`src/rtl/mbrtu_pkg.sv`:
```
// Shared constants, types and helpers for the Modbus RTU master core.
package mbrtu_pkg;

	localparam int FRAME_BYTES_DEF = 128;
	localparam int MAX_REGS_DEF = 61;

	localparam logic [1:0] OP_START = 2'd0;
	localparam logic [1:0] OP_BYTE = 2'd1;
	localparam logic [1:0] OP_END = 2'd2;

	localparam logic [1:0] KIND_REQ = 2'd0;
	localparam logic [1:0] KIND_STATUS = 2'd1;
	localparam logic [1:0] KIND_VALUE = 2'd2;

	localparam logic [1:0] ST_OK = 2'd0;
	localparam logic [1:0] ST_BAD = 2'd1;
	localparam logic [1:0] ST_CRC = 2'd2;
	localparam logic [1:0] ST_EXC = 2'd3;

	localparam logic [7:0] FC_READ = 8'h03;
	localparam logic [7:0] FC_WRITE = 8'h06;
	localparam logic [15:0] CRC_INIT = 16'hFFFF;
	localparam logic [15:0] CRC_POLY = 16'hA001;

	localparam logic [2:0] REG_SLAVE = 3'd0;
	localparam logic [2:0] REG_FUNC = 3'd1;
	localparam logic [2:0] REG_ADDR = 3'd2;
	localparam logic [2:0] REG_COUNT = 3'd3;
	localparam logic [2:0] REG_VALUE = 3'd4;

	// Queue entry between front and back: which job to run.
	typedef struct packed {
		logic [1:0] op;   // OP_START or OP_END
		logic [1:0] st;   // frame status for OP_END
		logic [5:0] cnt;  // registers to emit after status
	} job_t;

	typedef struct packed {
		logic [7:0] slave;
		logic func;
		logic [15:0] addr;
		logic [5:0] count;
		logic [15:0] value;
	} cfg_t;

	function automatic logic [15:0] crc_byte(input logic [15:0] crc, input logic [7:0] b);
		logic [15:0] c;
		c = crc ^ {8'h00, b};
		for (int k = 0; k < 8; k++) begin
			c = c[0] ? ((c >> 1) ^ CRC_POLY) : (c >> 1);
		end
		return c;
	endfunction

	function automatic logic [7:0] request_byte(input cfg_t cfg, input logic [2:0] i);
		logic [15:0] arg;
		logic [7:0] r;
		arg = cfg.func ? cfg.value : {10'd0, cfg.count};
		case (i)
			3'd0: r = cfg.slave;
			3'd1: r = cfg.func ? FC_WRITE : FC_READ;
			3'd2: r = cfg.addr[15:8];
			3'd3: r = cfg.addr[7:0];
			3'd4: r = arg[15:8];
			default: r = arg[7:0];
		endcase
		return r;
	endfunction

endpackage

```
`src/rtl/mbrtu_ram.sv`:
```
// Generic single-port-write, registered-read RAM.
module mbrtu_ram #(
	parameter int WIDTH = 16,
	parameter int DEPTH = 61
) (
	input logic clk,
	input logic we,
	input logic [$clog2(DEPTH)-1:0] waddr,
	input logic [WIDTH-1:0] wdata,
	input logic [$clog2(DEPTH)-1:0] raddr,
	output logic [WIDTH-1:0] rdata
);
	logic [WIDTH-1:0] mem [DEPTH];

	always_ff @(posedge clk) begin
		if (we) mem[waddr] <= wdata;
		rdata <= mem[raddr];
	end
endmodule

```
`src/rtl/mbrtu_front.sv`:
```
// Front end: takes requests, tracks the receive frame, classifies frame end.
module mbrtu_front #(
	parameter int FRAME_BYTES = mbrtu_pkg::FRAME_BYTES_DEF,
	parameter int MAX_REGS = mbrtu_pkg::MAX_REGS_DEF,
	localparam int AW = $clog2(MAX_REGS),
	localparam int CW = $clog2(FRAME_BYTES + 1)
) (
	input logic clk,
	input logic arst_n,
	input mbrtu_pkg::cfg_t cfg,
	input logic in_valid,
	input logic [1:0] opcode,
	input logic [7:0] rx_byte,
	output logic in_stall,
	output logic job_valid,
	output mbrtu_pkg::job_t job,
	input logic job_full,
	input logic back_busy,
	output logic wr_en,
	output logic [AW-1:0] wr_addr,
	output logic [15:0] wr_data
);
	logic [CW-1:0] byte_count_q;
	logic [15:0] crc_q, lag_q;
	logic [23:0] hdr_q;
	logic echo_bad_q;
	logic [7:0] high_q;

	logic take, is_job;
	logic [CW-1:0] limit;
	logic [CW-1:0] d;
	logic [15:0] rx_crc;
	logic [1:0] st;
	logic [7:0] h0, h1, h2;
	logic [7:0] cnt2;

	// the queue only gets start and frame end; bytes go straight through
	assign is_job = (opcode == mbrtu_pkg::OP_START) || (opcode == mbrtu_pkg::OP_END);
	// hold response bytes while the back end may still read the value RAM
	assign in_stall = (is_job && job_full) || (opcode == mbrtu_pkg::OP_BYTE && back_busy);
	assign take = in_valid && !in_stall;
	assign limit = cfg.func ? CW'(8) : CW'(FRAME_BYTES);
	assign d = byte_count_q - CW'(3);

	assign rx_crc = {lag_q[7:0], lag_q[15:8]};
	assign h0 = hdr_q[23:16];
	assign h1 = hdr_q[15:8];
	assign h2 = hdr_q[7:0];
	assign cnt2 = {1'b0, cfg.count, 1'b0};

	always_comb begin
		if (cfg.func) begin
			if (byte_count_q < CW'(8)) st = mbrtu_pkg::ST_BAD;
			else if (crc_q != rx_crc) st = mbrtu_pkg::ST_CRC;
			else if (h1[7]) st = mbrtu_pkg::ST_EXC;
			else if (h0 != cfg.slave || h1 != mbrtu_pkg::FC_WRITE || echo_bad_q)
				st = mbrtu_pkg::ST_BAD;
			else st = mbrtu_pkg::ST_OK;
		end else begin
			if (byte_count_q < CW'(5)) st = mbrtu_pkg::ST_BAD;
			else if (crc_q != rx_crc) st = mbrtu_pkg::ST_CRC;
			else if (h1[7]) st = mbrtu_pkg::ST_EXC;
			else if (h0 != cfg.slave || h1 != mbrtu_pkg::FC_READ || h2 != cnt2
				|| 9'(byte_count_q) != 9'd5 + 9'(cnt2)
				|| 7'(cfg.count) > 7'(MAX_REGS))
				st = mbrtu_pkg::ST_BAD;
			else st = mbrtu_pkg::ST_OK;
		end
	end

	assign job_valid = take && is_job;
	assign job.op = opcode;
	assign job.st = st;
	assign job.cnt = (st == mbrtu_pkg::ST_OK && !cfg.func) ? cfg.count : 6'd0;

	assign wr_en = take && opcode == mbrtu_pkg::OP_BYTE && byte_count_q < limit
		&& !cfg.func && byte_count_q >= CW'(3) && d[0]
		&& 32'(d[CW-1:1]) < MAX_REGS;
	assign wr_addr = AW'(d[CW-1:1]);
	assign wr_data = {high_q, rx_byte};

	always_ff @(posedge clk or negedge arst_n) begin
		if (!arst_n) begin
			byte_count_q <= '0;
			crc_q <= mbrtu_pkg::CRC_INIT;
			lag_q <= '0;
			hdr_q <= '0;
			echo_bad_q <= 1'b0;
			high_q <= '0;
		end else if (take) begin
			if (is_job) begin
				byte_count_q <= '0;
				crc_q <= mbrtu_pkg::CRC_INIT;
				lag_q <= '0;
				hdr_q <= '0;
				echo_bad_q <= 1'b0;
				high_q <= '0;
			end else if (opcode == mbrtu_pkg::OP_BYTE && byte_count_q < limit) begin
				if (byte_count_q >= CW'(2)) crc_q <= mbrtu_pkg::crc_byte(crc_q, lag_q[15:8]);
				lag_q <= {lag_q[7:0], rx_byte};
				if (byte_count_q == CW'(0)) hdr_q[23:16] <= rx_byte;
				if (byte_count_q == CW'(1)) hdr_q[15:8] <= rx_byte;
				if (byte_count_q == CW'(2)) hdr_q[7:0] <= rx_byte;
				if (cfg.func) begin
					if (byte_count_q < CW'(6)
						&& rx_byte != mbrtu_pkg::request_byte(cfg, byte_count_q[2:0]))
						echo_bad_q <= 1'b1;
				end else if (byte_count_q >= CW'(3) && !d[0]) begin
					high_q <= rx_byte;
				end
				byte_count_q <= byte_count_q + CW'(1);
			end
		end
	end
endmodule

```
`src/rtl/mbrtu_queue.sv`:
```
// Two-entry job queue between front and back.
module mbrtu_queue (
	input logic clk,
	input logic arst_n,
	input logic push,
	input mbrtu_pkg::job_t push_job,
	output logic full,
	output logic pop_valid,
	output mbrtu_pkg::job_t pop_job,
	input logic pop
);
	mbrtu_pkg::job_t slot_q [2];
	logic rd_q, wr_q;
	logic [1:0] fill_q;

	assign full = fill_q == 2'd2;
	assign pop_valid = fill_q != 2'd0;
	assign pop_job = slot_q[rd_q];

	always_ff @(posedge clk) begin
		if (push) slot_q[wr_q] <= push_job;
	end

	always_ff @(posedge clk or negedge arst_n) begin
		if (!arst_n) begin
			rd_q <= 1'b0;
			wr_q <= 1'b0;
			fill_q <= '0;
		end else begin
			if (push) wr_q <= !wr_q;
			if (pop) rd_q <= !rd_q;
			fill_q <= fill_q + 2'(push) - 2'(pop);
		end
	end
endmodule

```
`src/rtl/mbrtu_back.sv`:
```
// Back end: emits request bytes, status and stored register values.
module mbrtu_back #(
	parameter int MAX_REGS = mbrtu_pkg::MAX_REGS_DEF,
	localparam int AW = $clog2(MAX_REGS)
) (
	input logic clk,
	input logic arst_n,
	input mbrtu_pkg::cfg_t cfg,
	input logic job_valid,
	input mbrtu_pkg::job_t job,
	output logic job_pop,
	output logic busy,
	output logic [AW-1:0] rd_addr,
	input logic [15:0] rd_data,
	output logic out_valid,
	input logic out_stall,
	output logic [1:0] kind,
	output logic [15:0] data,
	output logic [5:0] reg_index,
	output logic [1:0] status,
	output logic last
);
	localparam logic [1:0] S_IDLE = 2'd0;
	localparam logic [1:0] S_REQ = 2'd1;
	localparam logic [1:0] S_VAL = 2'd2;

	logic [1:0] state_q;
	logic [5:0] idx_q, cnt_q;
	logic [15:0] crc_q;
	logic rd_ok_q;       // rd_data holds entry idx_q
	logic slot_free, fire;
	logic [7:0] rb;

	assign slot_free = !out_valid || !out_stall;
	assign rb = mbrtu_pkg::request_byte(cfg, idx_q[2:0]);
	assign job_pop = state_q == S_IDLE && job_valid && slot_free;
	assign busy = state_q != S_IDLE;
	assign rd_addr = AW'(idx_q);
	assign fire = slot_free;

	always_ff @(posedge clk or negedge arst_n) begin
		if (!arst_n) begin
			state_q <= S_IDLE;
			out_valid <= 1'b0;
			idx_q <= '0;
			cnt_q <= '0;
			crc_q <= mbrtu_pkg::CRC_INIT;
			rd_ok_q <= 1'b0;
			kind <= '0;
			data <= '0;
			reg_index <= '0;
			status <= '0;
			last <= 1'b0;
		end else begin
			if (out_valid && !out_stall) out_valid <= 1'b0;
			rd_ok_q <= 1'b0;
			case (state_q)
				S_IDLE: begin
					if (job_pop) begin
						idx_q <= '0;
						if (job.op == mbrtu_pkg::OP_START) begin
							crc_q <= mbrtu_pkg::CRC_INIT;
							state_q <= S_REQ;
						end else begin
							out_valid <= 1'b1;
							kind <= mbrtu_pkg::KIND_STATUS;
							data <= '0;
							reg_index <= '0;
							status <= job.st;
							last <= job.cnt == 6'd0;
							cnt_q <= job.cnt;
							if (job.cnt != 6'd0) state_q <= S_VAL;
						end
					end
				end
				S_REQ: begin
					if (fire) begin
						out_valid <= 1'b1;
						kind <= mbrtu_pkg::KIND_REQ;
						reg_index <= '0;
						status <= '0;
						idx_q <= idx_q + 6'd1;
						if (idx_q < 6'd6) begin
							data <= {8'h00, rb};
							crc_q <= mbrtu_pkg::crc_byte(crc_q, rb);
							last <= 1'b0;
						end else if (idx_q == 6'd6) begin
							data <= {8'h00, crc_q[7:0]};
							last <= 1'b0;
						end else begin
							data <= {8'h00, crc_q[15:8]};
							last <= 1'b1;
							state_q <= S_IDLE;
						end
					end
				end
				S_VAL: begin
					// wait for the registered read of entry idx_q
					if (!rd_ok_q) begin
						rd_ok_q <= 1'b1;
					end else if (fire) begin
						out_valid <= 1'b1;
						kind <= mbrtu_pkg::KIND_VALUE;
						data <= rd_data;
						reg_index <= idx_q;
						status <= '0;
						last <= idx_q + 6'd1 == cnt_q;
						idx_q <= idx_q + 6'd1;
						if (idx_q + 6'd1 == cnt_q) state_q <= S_IDLE;
					end else begin
						rd_ok_q <= 1'b1;
					end
				end
				default: state_q <= S_IDLE;
			endcase
		end
	end
endmodule

```
`src/rtl/modbus_rtu_master_transaction_core.sv`:
```
// Top level of the Modbus RTU master transaction core.
// Usage: program slave_address, function_select, register_address,
// register_count and write_value over the APB port (byte addresses 0,4,..,16)
// while idle. Input channel (in_valid/in_stall, opcode, rx_byte): opcode 0
// starts a transaction, 1 delivers one response byte, 2 marks frame end.
// Output channel (out_valid/out_stall): a start yields 8 request bytes (kind 0),
// CRC low byte first; a frame end yields one status (kind 1), then after a
// good read register_count values (kind 2) in order; last marks the final one.
// Response bytes are absorbed at one per cycle while in_stall is low, with no
// output. The back-end sequencer reads the value RAM (registered read) once
// per value and waits for each read before it sends the value. Start and
// frame-end requests pass through a two-entry job queue; response bytes
// stall while a job is queued or the back end is busy, so a new frame never
// overwrites values still being sent.
// Reset clears all control state and the registers; the value RAM is not
// cleared. When the receiver stalls, the output holds, the back end waits,
// and once the queue fills the input stalls on start and frame-end requests.
module modbus_rtu_master_transaction_core #(
	parameter int FRAME_BYTES = mbrtu_pkg::FRAME_BYTES_DEF,
	parameter int MAX_REGS = mbrtu_pkg::MAX_REGS_DEF
) (
	input logic clk,
	input logic arst_n,
	input logic psel,
	input logic penable,
	input logic pwrite,
	input logic [4:0] paddr,
	input logic [31:0] pwdata,
	output logic [31:0] prdata,
	output logic pready,
	input logic in_valid,
	output logic in_stall,
	input logic [1:0] opcode,
	input logic [7:0] rx_byte,
	output logic out_valid,
	input logic out_stall,
	output logic [1:0] kind,
	output logic [15:0] data,
	output logic [5:0] reg_index,
	output logic [1:0] status,
	output logic last
);
	localparam int AW = $clog2(MAX_REGS);

	mbrtu_pkg::cfg_t cfg_q;
	logic [2:0] ridx;

	assign pready = 1'b1;
	assign ridx = paddr[4:2];

	always_ff @(posedge clk or negedge arst_n) begin
		if (!arst_n) begin
			cfg_q <= '0;
		end else if (psel && penable && pwrite) begin
			case (ridx)
				mbrtu_pkg::REG_SLAVE: cfg_q.slave <= pwdata[7:0];
				mbrtu_pkg::REG_FUNC: cfg_q.func <= pwdata[0];
				mbrtu_pkg::REG_ADDR: cfg_q.addr <= pwdata[15:0];
				mbrtu_pkg::REG_COUNT: cfg_q.count <= pwdata[5:0];
				mbrtu_pkg::REG_VALUE: cfg_q.value <= pwdata[15:0];
				default: ;
			endcase
		end
	end

	always_comb begin
		case (ridx)
			mbrtu_pkg::REG_SLAVE: prdata = {24'd0, cfg_q.slave};
			mbrtu_pkg::REG_FUNC: prdata = {31'd0, cfg_q.func};
			mbrtu_pkg::REG_ADDR: prdata = {16'd0, cfg_q.addr};
			mbrtu_pkg::REG_COUNT: prdata = {26'd0, cfg_q.count};
			mbrtu_pkg::REG_VALUE: prdata = {16'd0, cfg_q.value};
			default: prdata = '0;
		endcase
	end

	logic push, full, pop_valid, pop;
	logic back_busy;
	mbrtu_pkg::job_t push_job, pop_job;
	logic wr_en;
	logic [AW-1:0] wr_addr, rd_addr;
	logic [15:0] wr_data, rd_data;

	mbrtu_front #(.FRAME_BYTES(FRAME_BYTES), .MAX_REGS(MAX_REGS)) u_front (
		.clk(clk), .arst_n(arst_n), .cfg(cfg_q),
		.in_valid(in_valid), .opcode(opcode), .rx_byte(rx_byte), .in_stall(in_stall),
		.job_valid(push), .job(push_job), .job_full(full),
		.back_busy(pop_valid || back_busy),
		.wr_en(wr_en), .wr_addr(wr_addr), .wr_data(wr_data)
	);

	mbrtu_queue u_queue (
		.clk(clk), .arst_n(arst_n), .push(push), .push_job(push_job), .full(full),
		.pop_valid(pop_valid), .pop_job(pop_job), .pop(pop)
	);

	mbrtu_ram #(.WIDTH(16), .DEPTH(MAX_REGS)) u_ram (
		.clk(clk), .we(wr_en), .waddr(wr_addr), .wdata(wr_data),
		.raddr(rd_addr), .rdata(rd_data)
	);

	mbrtu_back #(.MAX_REGS(MAX_REGS)) u_back (
		.clk(clk), .arst_n(arst_n), .cfg(cfg_q),
		.job_valid(pop_valid), .job(pop_job), .job_pop(pop), .busy(back_busy),
		.rd_addr(rd_addr), .rd_data(rd_data),
		.out_valid(out_valid), .out_stall(out_stall),
		.kind(kind), .data(data), .reg_index(reg_index), .status(status), .last(last)
	);
endmodule
```
`config.mk`:
```
export PLATFORM = sky130hd
export DESIGN_NAME = modbus_rtu_master_transaction_core
export DESIGN_NICKNAME = d
export VERILOG_FILES = /design/src/rtl/mbrtu_pkg.sv /design/src/rtl/mbrtu_ram.sv /design/src/rtl/mbrtu_front.sv /design/src/rtl/mbrtu_queue.sv /design/src/rtl/mbrtu_back.sv /design/src/rtl/modbus_rtu_master_transaction_core.sv
export SDC_FILE = /design/constraint.sdc
export NUM_CORES = 1
export LEC_CHECK = 0
export ABC_AREA = 1
export BUFFER_PORTS_ARGS = -buffer_cell sky130_fd_sc_hd__buf_2
export CORE_AREA = 3 3 301 303
export CTS_CLUSTER_SIZE = 24
export DETAILED_ROUTE_END_ITERATION = 12
export DIE_AREA = 0 0 304 306
export PLACE_DENSITY = 0.74
export SYNTH_ARGS = -nofsm -noshare
export SYNTH_HDL_FRONTEND = slang
export SYNTH_SLANG_ARGS = --single-unit
```
`constraint.sdc`:
```
create_clock -name clk -period 3.2 [get_ports clk]
set_input_delay 0.48 -clock clk [delete_from_list [all_inputs] [get_ports clk]]
set_output_delay 0.48 -clock clk [all_outputs]
set_load 0.01 [all_outputs]
```
**Word-level counts from Yosys, hierarchy flattened**

Memories as Yosys holds them, arrays and structs flattened. A register that Yosys moved wholly into a read port is not among the register bits.
Index checks and enable logic that the tools add are counted.

- $lt $le $gt $ge: 9
- Reductions and logical operators: 76
- Add/sub/neg operators: 6
- Equality and inequality tests: 40
- Bitwise gates (word level): 19
- Multiplexer cells: 121

Operators by type and width:

| kind | count |
|---|---|
| 2-to-1 mux 16 bit | 32 |
| 2-to-1 mux 8 bit | 15 |
| one-hot mux 16 bit (5 select lines) | 1 |
| one-hot mux 8 bit (5 select lines) | 2 |
| 2-to-1 mux 6 bit | 9 |
| 2-to-1 mux 2 bit | 25 |
| 2-to-1 mux 24 bit | 2 |
| NOT 2 -> 3 bit | 16 |
| one-hot mux 16 bit (3 select lines) | 1 |
| one-hot mux 6 bit (3 select lines) | 2 |
| one-hot mux 16 bit (2 select lines) | 1 |
| bitwise XOR 16 x 8 -> 16 bit | 2 |
| 2-to-1 mux 1 bit | 25 |
| nonzero test 2 bit | 11 |
| logical AND 1 bit | 19 |
| == test 3 x 2 -> 1 bit, second input constant | 6 |
| one-hot mux 2 bit (3 select lines) | 3 |
| AND reduction 3 bit | 6 |
| greater-or-equal comparator 8 x 2 -> 1 bit, second input constant | 2 |
| < comparator 8 x 3 -> 1 bit, second input constant | 2 |
| inequality test 16 bit | 1 |
| inequality test 8 bit | 2 |
| inequality test 2 x 1 -> 1 bit, second input constant | 6 |
| AND reduction 2 bit | 6 |
| other kinds (40) | 74 |

- Memories: 2
- Bits in writable memories: 996
- Register bits: 183
- Output and inout port bits: 62
- Bits of input ports: 54
- Logic and storage cells: 300

Memories:

| memory | words | bits a word | read ports | clocked after memory_dff | write ports | line | RTL |
|---|---|---|---|---|---|---|---|
| u_ram.mem | 61 | 16 | 1 | 1 | 1 | mbrtu_ram.sv:13 | `logic [WIDTH-1:0] mem [DEPTH];` |
| u_queue.slot_q | 2 | 10 | 1 | 0 | 1 | mbrtu_queue.sv:12 | `mbrtu_pkg::job_t slot_q [2];` |

**Longest topological paths before layout**

- Depth in word-level cells: 22
- Gate-level depth with buffers: 26
- Gate-level depth less buffers: 21

**Cells and area by module**

A second synthesis with hierarchy kept.

- Cells, all modules: 5070
- Area total of the unflattened synthesis: 52788.1 um2

By module, submodules not included:

| module | instances | seq. area each (um2) | area an instance (um2) | cells an instance |
|---|---|---|---|---|
| mbrtu_ram | 1 | 29628.4 | 40652.7 | 3498 |
| mbrtu_front | 1 | 1846.8 | 4882.2 | 678 |
| mbrtu_back | 1 | 1496.4 | 3837.4 | 511 |
| modbus_rtu_master_transaction_core | 1 | 1176.1 | 2422.3 | 306 |
| mbrtu_queue | 1 | 700.7 | 993.5 | 77 |

**Worst setup path before layout**

No wires, ideal clock.

- Path kind: register to register
- From: reg u_back.state_q[0]
- To: mem u_ram.mem[10][0] (enable)
- Setup slack: 0.188 ns
- Data required time: 2.812 ns
- Library setup time: 0.388 ns
- Data arrival time: 2.624 ns
- Stages on the path, launching flop included: 13
- Buffers on the path: 0
- Clock period less this slack: 3.012 ns
- Cells stage by stage: dfrtp_1 inv_1 ha_1 nand2_1 nand2_1 nand3_1 nor2_2 inv_2 a2111oi_4 o21ai_4 nor2_8 nand2_4 nor2_1

- Word-level cells in the longest chain between the ends: 14

RTL lines:

| element | line | RTL |
|---|---|---|
| from (decl) | mbrtu_back.sv:27 | `logic [1:0] state_q;` |
| from (signal assigned) | mbrtu_back.sv:43 | `state_q <= S_IDLE;` |
| from (signal assigned) | mbrtu_back.sv:63 | `state_q <= S_REQ;` |
| from (signal assigned) | mbrtu_back.sv:72 | `if (job.cnt != 6'd0) state_q <= S_VAL;` |
| nonzero test 2 bit | mbrtu_back.sv:37 | `assign busy = state_q != S_IDLE;` |
| logical OR 1 bit | modbus_rtu_master_transaction_core.sv:88 | `.back_busy(pop_valid \|\| back_busy),` |
| logical AND 1 bit | mbrtu_front.sv:40 | `assign in_stall = (is_job && job_full) \|\| (opcode == mbrtu_pkg::OP_BYTE && back_busy);` |
| logical OR 1 bit | mbrtu_front.sv:40 |  |
| zero test 1 bit | mbrtu_front.sv:41 | `assign take = in_valid && !in_stall;` |
| logical AND 1 bit | mbrtu_front.sv:41 |  |
| logical AND 1 bit (2 in series) | mbrtu_front.sv:76 | `assign wr_en = take && opcode == mbrtu_pkg::OP_BYTE && byte_count_q < limit` |
| logical AND 1 bit (3 in series) | mbrtu_front.sv:77 | `&& !cfg.func && byte_count_q >= CW'(3) && d[0]` |
| logical AND 1 bit | mbrtu_front.sv:78 | `&& 32'(d[CW-1:1]) < MAX_REGS;` |
| 2-to-1 mux 1 bit | mbrtu_ram.sv:16 | `if (we) mem[waddr] <= wdata;` |
| 2-to-1 mux 1 bit (implied by the code) | mbrtu_ram.sv:16 |  |
| to (decl) | mbrtu_ram.sv:13 |  |

Every way passes these cells.

**Final worst setup path**

- From: reg u_back.state_q[1]
- To: mem u_ram.mem[18][14] (enable)

The elaborated chain is that of the path after synthesis.

==> results.ini <==
[sta]
maxSlewViolCount=0
finClkSkew_ns=0.0522
min_period_ns=3.05
fin_tns_setup_ns=0
holdWs_ns=0.0558
slew_headroom=0.152
hold_viol=0
max_freq_mhz=328
setup_ws_ns=0.154
grt_setup_unrepaired=yes
tightest_slew_ns=1.27
fin_crit_sh=0.952
final-setup-viol-count=0

[yosys]
synth.most_common_cell=edfxtp_1
synth_cell_type_count=61
async_reset_ff_frac=0.153
synth_edf_count=996
yosys_warnings=0
synthDominantCellAreaShare=0.607
ys_top_cells_by_count=996 x edfxtp_1, 647 x nor2_1, 631 x o21ai_0
synth_seq_area_share=0.707
netlist_top_cells_area=edfxtp_1 61%, dfrtp_1 7.7%, o21ai_0 6.4%
ys_seq_elements=1195
synth_top_cell_by_area=edfxtp_1
synth_top_flop_cell=edfxtp_1
syn_inst=4114
synth.avg_cell_area_um2=12.0
syn_area_um2=49300

[critical_path]
r2r_start=u_back.state_q[1]$_DFFE_PN0P_
r2r_cells=13
worstSetupEndpointType=flop
criticalPathCategory=reg2reg
rrSetupSlack_ns=0.15
cp_max_fo=16
startpoint_type=flop
arrival_ns=3.44
r2r_end=u_ram.mem[18][14]$_DFFE_PP_
crit_required_ns=3.59

[placed_design]
portBuffers=80
place.gp.congestion=0.971
pre_cts_slack_ns=0.222
dp_hpwl_um=82900
dp.cells=5269
placed_area_um2=52000

[pwr]
leakagePower_nw=19.7
cellPowerDensity_nw_per_um2=787
p_sw_frac=0.338
pwr-share-seq=0.442
switchingPower_mw=14.8
p_int_mw=29.1
clkPwrFrac=0.300
p_total_mw=43.9
combPwrFrac=0.258
peakVddDrop_v=0.000577

[cts]
clockRootBuffer=clkbuf_16
clk_pin_slew_worst_paths_ns=0.07
cts.sinks=1195
post_cts_buffers=0
insertion_delay_ns=0.72
htree_levels=3
cts_buffer_depth=3
cts_tree=yes
numCtsBuffers=114

[final_layout]
num_antenna_cells=0
drive_gt1_frac=0.121
instances_no_fill=5482
final_cell_area_um2=55800
syn_to_final_growth_pct=13.2
finish.utilization=0.633
final_nets=4302

[hold_path]
holdPathEnd=cfg_q[14]$_DFFE_PN0P_
hold_depth=3
hp-class=in2reg
hold_path_startpoint=pwdata[14]

[global_routing]
grt_pass1_vias=32315
grt_pass1_wl_um=199000
grt_max_degree=137
grt_usage=0.280
grt-ovfl-total=0
antenna_found_initial=1

[detailed_routing]
final_antenna_net_count=0
wl_um=133000
first_iter_violations=4588
vias=34087
wl_per_cell_um=24.3
drt_pass1_iterations=10
drc_errors=1
vias_per_cell=6.22

[floorplan]
io_pins=116
dieArea_um2=93000
core-area_um2=88200
die_h_um=306
core.rowCount=109
initial_core_util=0.559
die_w_um=304

[outcome]
violations=design-rule violations
outcome=complete, but fails checks

[run]
drv_cap=0

worst max-delay path by stage:
stage	startpoint	endpoint	slack [ns]	depth (start not counted)
3_5_place_dp	u_back.rd_addr[0]$_DFFE_PN0P_	u_back.crc_q[0]$_DFFE_PN1P_	0.22	20
2_1_floorplan	u_back.state_q[0]$_DFFE_PN0P_	u_ram.mem[10][0]$_DFFE_PP_	0.19	12
5_1_grt	u_back.state_q[1]$_DFFE_PN0P_	u_ram.mem[14][14]$_DFFE_PP_	-0.07	13
6_report	u_back.state_q[1]$_DFFE_PN0P_	u_ram.mem[18][14]$_DFFE_PP_	0.15	13
4_1_cts	u_back.state_q[1]$_DFFE_PN0P_	u_ram.mem[18][3]$_DFFE_PP_	0.17	13
3_3_place_gp	u_back.rd_addr[0]$_DFFE_PN0P_	u_back.crc_q[0]$_DFFE_PN1P_	0.27	20
power groups by stage:
stage / Clock [mW] / Sequential, mW / Combinational (mW)
global placement: 0 / 19.6 / 10.8
finish: 13.2 / 19.4 / 11.3
CTS: 13.3 / 19.4 / 11.1
global route: 13.9 / 19.5 / 12.5
detailed placement: 0 / 19.7 / 11.1
floorplan: 0 / 19.4 / 7.29
sequential cells by signal, indices dropped and copies added (netlist names), 2 cells and up:
signal                count
cfg_q                    47
u_back.cnt_q              6
u_back.crc_q             16
u_back.data              16
u_back.kind               2
u_back.rd_addr            6
u_back.reg_index          6
u_back.state_q            2
u_back.status             2
u_front.byte_count_q      8
u_front.crc_q            16
u_front.hdr_q            24
u_front.high_q            8
u_front.lag_q            16
u_queue.fill_q            2
u_queue.slot_q           20
u_ram.mem               976
u_ram.rdata              16
what timing repair did:
action                                 4_1_cts  5_1_grt
endpoints found under the hold margin       54        0
setup endpoints to repair                    0      560
hold buffers                                 2        0
gates resized for setup                      0       54
routing by layer:
layer,vias to the layer above,track usage,wire (µm)
met5,-,0,16
met4,2,0.113,5480
met3,298,0.0512,13500
met2,1864,0.437,61900
met1,16724,0.393,52400
li1,15199,-,-
worst max-delay path: stages, from the launching register on:
cell and delay, ns:
dfrtp_1 0.41, inv_1 0.09, ha_1 0.22, nand2_1 0.08, nand2_1 0.09, nand3_1 0.15, nor2_2 0.19, inv_2 0.12
a2111oi_4 0.29, o21ai_4 0.17, nor2_8 0.21, nand2_4 0.21, nor2_1 0.22, buf_6 0.24
layout make-up:
class / count / area [µm²]
clock buffers: 163 / 3220
inverters: 160 / 617
fillers: 6459 / 32400
clock inverters: 45 / 448
well taps: 1165 / 1460
multi-input cells: 2518 / 12900
repair buffers: 236 / 2320
flip-flops and latches: 1195 / 34900
cell families after synthesis:
logic type / count (synthesis) / share of synthesized area
AO/OA/AOI/OAI: 1107 / 0.132
other: 2 / 0.000152
multiplexers: 1 / 0.000228
buffers and inverters: 416 / 0.0347
AND/OR/NAND/NOR: 1315 / 0.111
adder cells (fa/ha/maj): 23 / 0.00584
XOR/XNOR: 55 / 0.00977
flip-flops: 1195 / 0.707
layout by cell type, fill, tap and decap left out, types with 24 or more instances in the layout:
master,synthesis,routed
clkbuf_16,0,118
buf_12,0,53
buf_2,41,79
nand4_1,50,50
edfxtp_1,996,996
clkbuf_1,181,35
xnor2_1,24,24
dfstp_2,32,32
o221ai_1,89,89
nor2_2,6,33
o21ai_0,631,631
buf_4,19,77
inv_1,141,139
a21oi_1,58,58
dfrtp_1,151,140
o22ai_1,184,184
nand2_1,450,450
xor2_1,31,31
nor2_1,647,617
nand3_1,116,116
o211ai_1,50,50
Power figures use the tool's default switching activity.
